<file path="config.mk">
export PLATFORM = sky130hd
export DESIGN_NAME = hrm_ctrl
export DESIGN_NICKNAME = d
export VERILOG_FILES = /design/src/rtl/hrm_pkg.sv /design/src/rtl/hrm_ctrl.sv
export SDC_FILE = /design/constraint.sdc
export NUM_CORES = 1
export LEC_CHECK = 0
export BUFFER_PORTS_ARGS = -buffer_cell sky130_fd_sc_hd__buf_2
export CAP_MARGIN = 20
export CORE_MARGIN = 5
export CORE_UTILIZATION = 44
export CTS_CLUSTER_DIAMETER = 200
export DETAILED_ROUTE_END_ITERATION = 6
export PLACE_DENSITY_LB_ADDON = 0.15
export SLEW_MARGIN = 30
export SYNTH_ARGS = -nofsm -noshare
export SYNTH_HDL_FRONTEND = slang
export SYNTH_SLANG_ARGS = --single-unit
export TNS_END_PERCENT = 50
</file>
<file path="constraint.sdc">
create_clock -name clk -period 1.7 [get_ports clk]
set_input_delay 0.34 -clock clk [delete_from_list [all_inputs] [get_ports clk]]
set_output_delay 0.34 -clock clk [all_outputs]
set_load 0.005 [all_outputs]
</file>
<file path="src/rtl/hrm_pkg.sv">
// ----------------------------------------------------------------------------
// hrm_pkg
// Shared constants and types of the histogram running median unit.
// ----------------------------------------------------------------------------
package hrm_pkg;

    localparam int VIEW_W  = 3;
    localparam int DIM_W   = 8;
    localparam int BIN_W   = 9;
    localparam int VAL_W   = 16;
    localparam int NB_W    = 10;
    localparam int LEN_W   = 16;
    localparam int CNT_W   = 24;
    localparam int ADDR_W  = VIEW_W + DIM_W + BIN_W;
    localparam int VIEWS   = 1 << VIEW_W;
    localparam int DIMS    = 1 << DIM_W;
    localparam int BINS    = 1 << BIN_W;
    localparam int BIN_DEPTH = 1 << ADDR_W;
    localparam int SUM_W   = CNT_W + BIN_W + 1;
    localparam int EFF_W   = CNT_W + 1;
    localparam int DIVD_W  = 27;
    localparam int DIVS_W  = 16;
    localparam int DCNT_W  = 5;

    localparam logic [CNT_W-1:0] COUNT_MAX = {CNT_W{1'b1}};

    localparam int PADDR_W = 4;
    localparam logic [PADDR_W-1:0] ADDR_MIN  = 4'h0;
    localparam logic [PADDR_W-1:0] ADDR_LEN  = 4'h4;
    localparam logic [PADDR_W-1:0] ADDR_BINS = 4'h8;

    localparam logic [VAL_W-1:0] MIN_RESET  = 16'd0;
    localparam logic [LEN_W-1:0] LEN_RESET  = 16'd256;
    localparam logic [NB_W-1:0]  BINS_RESET = 10'd300;

    localparam logic [1:0] MED_VAL    = 2'd0;
    localparam logic [1:0] MED_STORED = 2'd1;
    localparam logic [1:0] MED_CTR    = 2'd2;

    typedef struct packed {
        logic signed [VAL_W-1:0] min_value;
        logic [LEN_W-1:0]        range_length;
        logic [NB_W-1:0]         bins_in_use;
    } cfg_t;

    typedef struct packed {
        logic       latch;
        logic       clear_small;
        logic       sweep_wr;
        logic       div_bin;
        logic       div_ctr;
        logic       bin_rd;
        logic       bin_wr;
        logic       med_rd;
        logic       scan_init;
        logic       scan_step;
        logic       med_ld;
        logic [1:0] med_sel;
        logic       finish;
    } cmd_t;

    typedef struct packed {
        logic is_clear;
        logic upd;
        logic div_done;
        logic eff_one;
        logic scan_hit;
        logic scan_end;
        logic sweep_last;
        logic out_busy;
    } status_t;

endpackage

</file>
<file path="src/rtl/hrm_ctrl.sv">
// ----------------------------------------------------------------------------
// hrm_ctrl
// Sequencer for request handling, histogram update, scan and clearing.
// ----------------------------------------------------------------------------
module hrm_ctrl (
    input  logic             clk,
    input  logic             rst_n,
    input  logic             in_tvalid,
    output logic             in_tready,
    input  hrm_pkg::status_t status,
    output hrm_pkg::cmd_t    cmd
);

    localparam logic [3:0] ST_SWEEP = 4'd0;
    localparam logic [3:0] ST_IDLE  = 4'd1;
    localparam logic [3:0] ST_DEC   = 4'd2;
    localparam logic [3:0] ST_DIVB  = 4'd3;
    localparam logic [3:0] ST_UPDR  = 4'd4;
    localparam logic [3:0] ST_UPDW  = 4'd5;
    localparam logic [3:0] ST_EVAL  = 4'd6;
    localparam logic [3:0] ST_SCAN  = 4'd7;
    localparam logic [3:0] ST_DIVC  = 4'd8;
    localparam logic [3:0] ST_FIN   = 4'd9;

    logic [3:0] state_reg, state_next;

    always_comb
    begin
        state_next = state_reg;
        cmd        = '0;
        in_tready  = 1'b0;
        case (state_reg)
            ST_SWEEP:
            begin
                cmd.sweep_wr = 1'b1;
                if (status.sweep_last)
                begin
                    state_next = ST_IDLE;
                end
            end
            ST_IDLE:
            begin
                in_tready = 1'b1;
                if (in_tvalid)
                begin
                    cmd.latch  = 1'b1;
                    state_next = ST_DEC;
                end
            end
            ST_DEC:
            begin
                if (status.is_clear)
                begin
                    cmd.clear_small = 1'b1;
                    state_next      = ST_SWEEP;
                end
                else if (status.upd)
                begin
                    cmd.div_bin = 1'b1;
                    state_next  = ST_DIVB;
                end
                else
                begin
                    state_next = ST_EVAL;
                end
            end
            ST_DIVB:
            begin
                if (status.div_done)
                begin
                    state_next = ST_UPDR;
                end
            end
            ST_UPDR:
            begin
                cmd.bin_rd = 1'b1;
                state_next = ST_UPDW;
            end
            ST_UPDW:
            begin
                cmd.bin_wr = 1'b1;
                state_next = ST_EVAL;
            end
            ST_EVAL:
            begin
                cmd.med_rd = 1'b1;
                if (status.eff_one)
                begin
                    cmd.med_ld  = 1'b1;
                    cmd.med_sel = hrm_pkg::MED_VAL;
                    state_next  = ST_FIN;
                end
                else
                begin
                    cmd.scan_init = 1'b1;
                    state_next    = ST_SCAN;
                end
            end
            ST_SCAN:
            begin
                cmd.scan_step = 1'b1;
                if (status.scan_hit)
                begin
                    cmd.div_ctr = 1'b1;
                    state_next  = ST_DIVC;
                end
                else if (status.scan_end)
                begin
                    cmd.med_ld  = 1'b1;
                    cmd.med_sel = hrm_pkg::MED_STORED;
                    state_next  = ST_FIN;
                end
            end
            ST_DIVC:
            begin
                if (status.div_done)
                begin
                    cmd.med_ld  = 1'b1;
                    cmd.med_sel = hrm_pkg::MED_CTR;
                    state_next  = ST_FIN;
                end
            end
            ST_FIN:
            begin
                if (!status.out_busy)
                begin
                    cmd.finish = 1'b1;
                    state_next = ST_IDLE;
                end
            end
            default:
            begin
                state_next = ST_IDLE;
            end
        endcase
    end

    always_ff @(posedge clk or negedge rst_n)
    begin
        if (!rst_n)
        begin
            state_reg <= ST_SWEEP;
        end
        else
        begin
            state_reg <= state_next;
        end
    end

endmodule

</file>
==> results.sh <==
export IMPL_p_per_area_nw_per_um2=1800
export IMPL_ios=26
export IMPL_ir_drop_mv=1.00
export IMPL_rsz0062_at_grt="true"
export IMPL_grt_max_degree=11
export IMPL_yosys_area_share_simple_pct=38.5
export IMPL_reg2reg_slack_ps=170
export IMPL_synth_edf_count=0
export IMPL_synth_nets=85
export IMPL_yosysMostFrequentCell="nor2_1"
export IMPL_synth_top_cell_by_area="dfrtp_1"
export IMPL_overflow=0
export IMPL_crit_cells=6
export IMPL_setup_violations=0
export IMPL_drtIter0Drc=17
export IMPL_synth_compound_gate_area_share_pct=25.6
export IMPL_area_growth_pct=42.2
export IMPL_cts_sinks=4
export IMPL_die_h_um=46.4
export IMPL_critical_path_cell_chain="buf_6 -> nand3b_1 -> nor2_1 -> a21oi_1 -> o21bai_1 -> buf_2"
export IMPL_gp_congestion=0.868
export IMPL_fp_dieArea_sq_um=2150
export IMPL_wire_per_inst_um=13.8
export IMPL_endpoint_kind="primary output"
export IMPL_viasPerCell=5.54
export IMPL_grt_pass1_wl_um=2640
export IMPL_synthTopCellsByArea="dfrtp_1 (17%), buf_6 (7.7%), nor2_1 (5.2%)"
export IMPL_gr_usage_all_layers_pct=17.2
export IMPL_postSynthCellCount=74
export IMPL_clk_latency_ps=250
export IMPL_ys_ff_latch=4
export IMPL_cts_reportedPaths_clkPinSlew_ps=40
export IMPL_fin_crit_sh_pct=99.1
export IMPL_hold_ws_ps=420
export IMPL_synth_xor_area_share_pct=0
export IMPL_cts_made_buffers=3
export IMPL_num_rows=13
export IMPL_die_w_um=46.4
export IMPL_drt_pass1_iterations=4
export IMPL_critical_path_class="register to primary output"
export IMPL_initial_core_util_pct=45.9
export IMPL_synth_cell_types=38
export IMPL_r2r_end="state_reg[1]"
export IMPL_slew_viol_final=0
export IMPL_synthArstFlopShare_pct=100
export IMPL_critical_path_max_fanout=8
export IMPL_rr_startpoint="state_reg[2]"
export IMPL_cap_violations=0
export IMPL_cts_tree="built"
export IMPL_hold_viol=0
export IMPL_grt_pass1_vias=615
export IMPL_rr_worst_depth=6
export IMPL_path_delay_family="flip-flops"
export IMPL_ys_warn_count=0
export IMPL_busiest_layer="met2"
export IMPL_antenna_cells=0
export IMPL_design_core_area_sq_um=1270
export IMPL_synthMuxAreaShare_pct=6.02
export IMPL_leakagePower_nw=0.403
export IMPL_htree_levels=1
export IMPL_synthAdderAreaFrac_pct=0
export IMPL_synth_top_family_by_area="simple AND/OR/NAND/NOR gates"
export IMPL_cp_arrival_ps=1340
export IMPL_antenna_found_initial=0
export IMPL_hold_path_class="primary input to async pin"
export IMPL_vias=693
export IMPL_fin_ws_ps=15.8
export IMPL_drc=0
export IMPL_yosysTopAreaCellShare_pct=17.2
export IMPL_critPathBufInv=2
export IMPL_ys_seq_area_share_pct=17.2
export IMPL_port_buffers=25
export IMPL_dp_slack_ps=185
export IMPL_globalRouteMet3Util_pct=1.95
export IMPL_ant_nets=0
export IMPL_synth_area_per_cell_sq_um=7.86
export IMPL_postPlaceCellArea_sq_um=723
export IMPL_final_area_sq_um=827
export IMPL_drive_above_1_share_pct=52.7
export IMPL_cts_root_buf="clkbuf_4"
export IMPL_critical_path_startpoint_type="register"
export IMPL_largest_reg_flops=4
export IMPL_met2_usage_pct=26.6
export IMPL_finalPower_w=0.00149
export IMPL_yosys_top_cells_count="nor2_1 (8), nor3_1 (5)"
export IMPL_worst_path_max_delay_cell="dfrtp_1"
export IMPL_timing_fmax_mhz=594
export IMPL_met1_usage_pct=21.4
export IMPL_routed_wirelength_um=1720
export IMPL_fin_nets=123
export IMPL_dp_hpwl_um=1300
export IMPL_layout_min_cycle_time_ps=1680
export IMPL_endpoint="cmd[3]"
export IMPL_crit_required_ps=1360
export IMPL_synth_ff_type="dfrtp_1"
export IMPL_synth_area_sq_um=582
export IMPL_tightest_slew_ps=349
export IMPL_setup_worst_path_start="state_reg[2]"
export IMPL_clk_path_buf_depth=2
export IMPL_skew_ps=10.2
export IMPL_cp_slowest_stage_delay_ps=410
export IMPL_status="finished, final reports clean"
export IMPL_slew_headroom_pct=76.5
layout make-up:
type                    instances  area, sq um
multi-input cells              59          428
repair buffers                 39          236
well taps                      15         18.8
fillers                       112          442
clock buffers                   3         22.5
flip-flops and latches          4          103
inverters                       5         18.8
timing repair:
item / in CTS / in global routing
pin swaps: 1 / 3
endpoints found under the hold margin: 4 / 0
resized for setup: 5 / 4
hold buffers: 1 / 0
buffers inserted: 2 / 4
setup endpoints to repair: 3 / 7
placed cells by master (no fill, tap or decap), types with 3 or more instances in the layout:
cell	instances
clkbuf_4	3
buf_4	12
inv_2	3
a21oi_1	3
nand2_1	4
nor2_1	8
nor3_1	4
buf_2	25
report_power, final:
part,switching [W],leakage [nW],internal [W]
sequential,0.0000895,0.0478,0.000151
clock,0.0000449,0.0138,0.0000794
combinational,0.000563,0.341,0.000559
total,0.000698,0.403,0.000789
stage by stage:
stage	std cells	utilization [%]	setup TNS [ps]
2_1_floorplan	74	-	0
3_3_place_gp	115	57.0	0
3_5_place_dp	115	57.0	0
4_1_cts	121	62.0	-19.9
5_1_grt	125	65.2	-200
6_report	125	65.2	0
worst min path at each step:
stage,cells past startpoint,end,start,slack (ps)
after detailed placement,1,state_reg[0],rst_n,150
final,2,state_reg[2],rst_n,420
after global placement,1,state_reg[2],rst_n,150
after global routing,2,state_reg[2],rst_n,450
after floorplan,0,state_reg[0],rst_n,40
after CTS,2,state_reg[2],rst_n,430
metal layers:
metal | share of wire [%] | up-vias | wire length (um)
met3 | 6.8 | 7 | 117
met4 | 2.4 | 0 | 42
met2 | 48 | 31 | 820
li1 | - | 347 | -
met1 | 43 | 308 | 742
met5 | 0 | - | 0
logic make-up after synthesis:
| kind of cell | after synthesis |
|---|---|
| simple gates | 37 |
| mux | 3 |
| compound gates | 19 |
| buf+inv | 11 |
| flops | 4 |
Note: power is estimated with default switching activity, not from simulation.
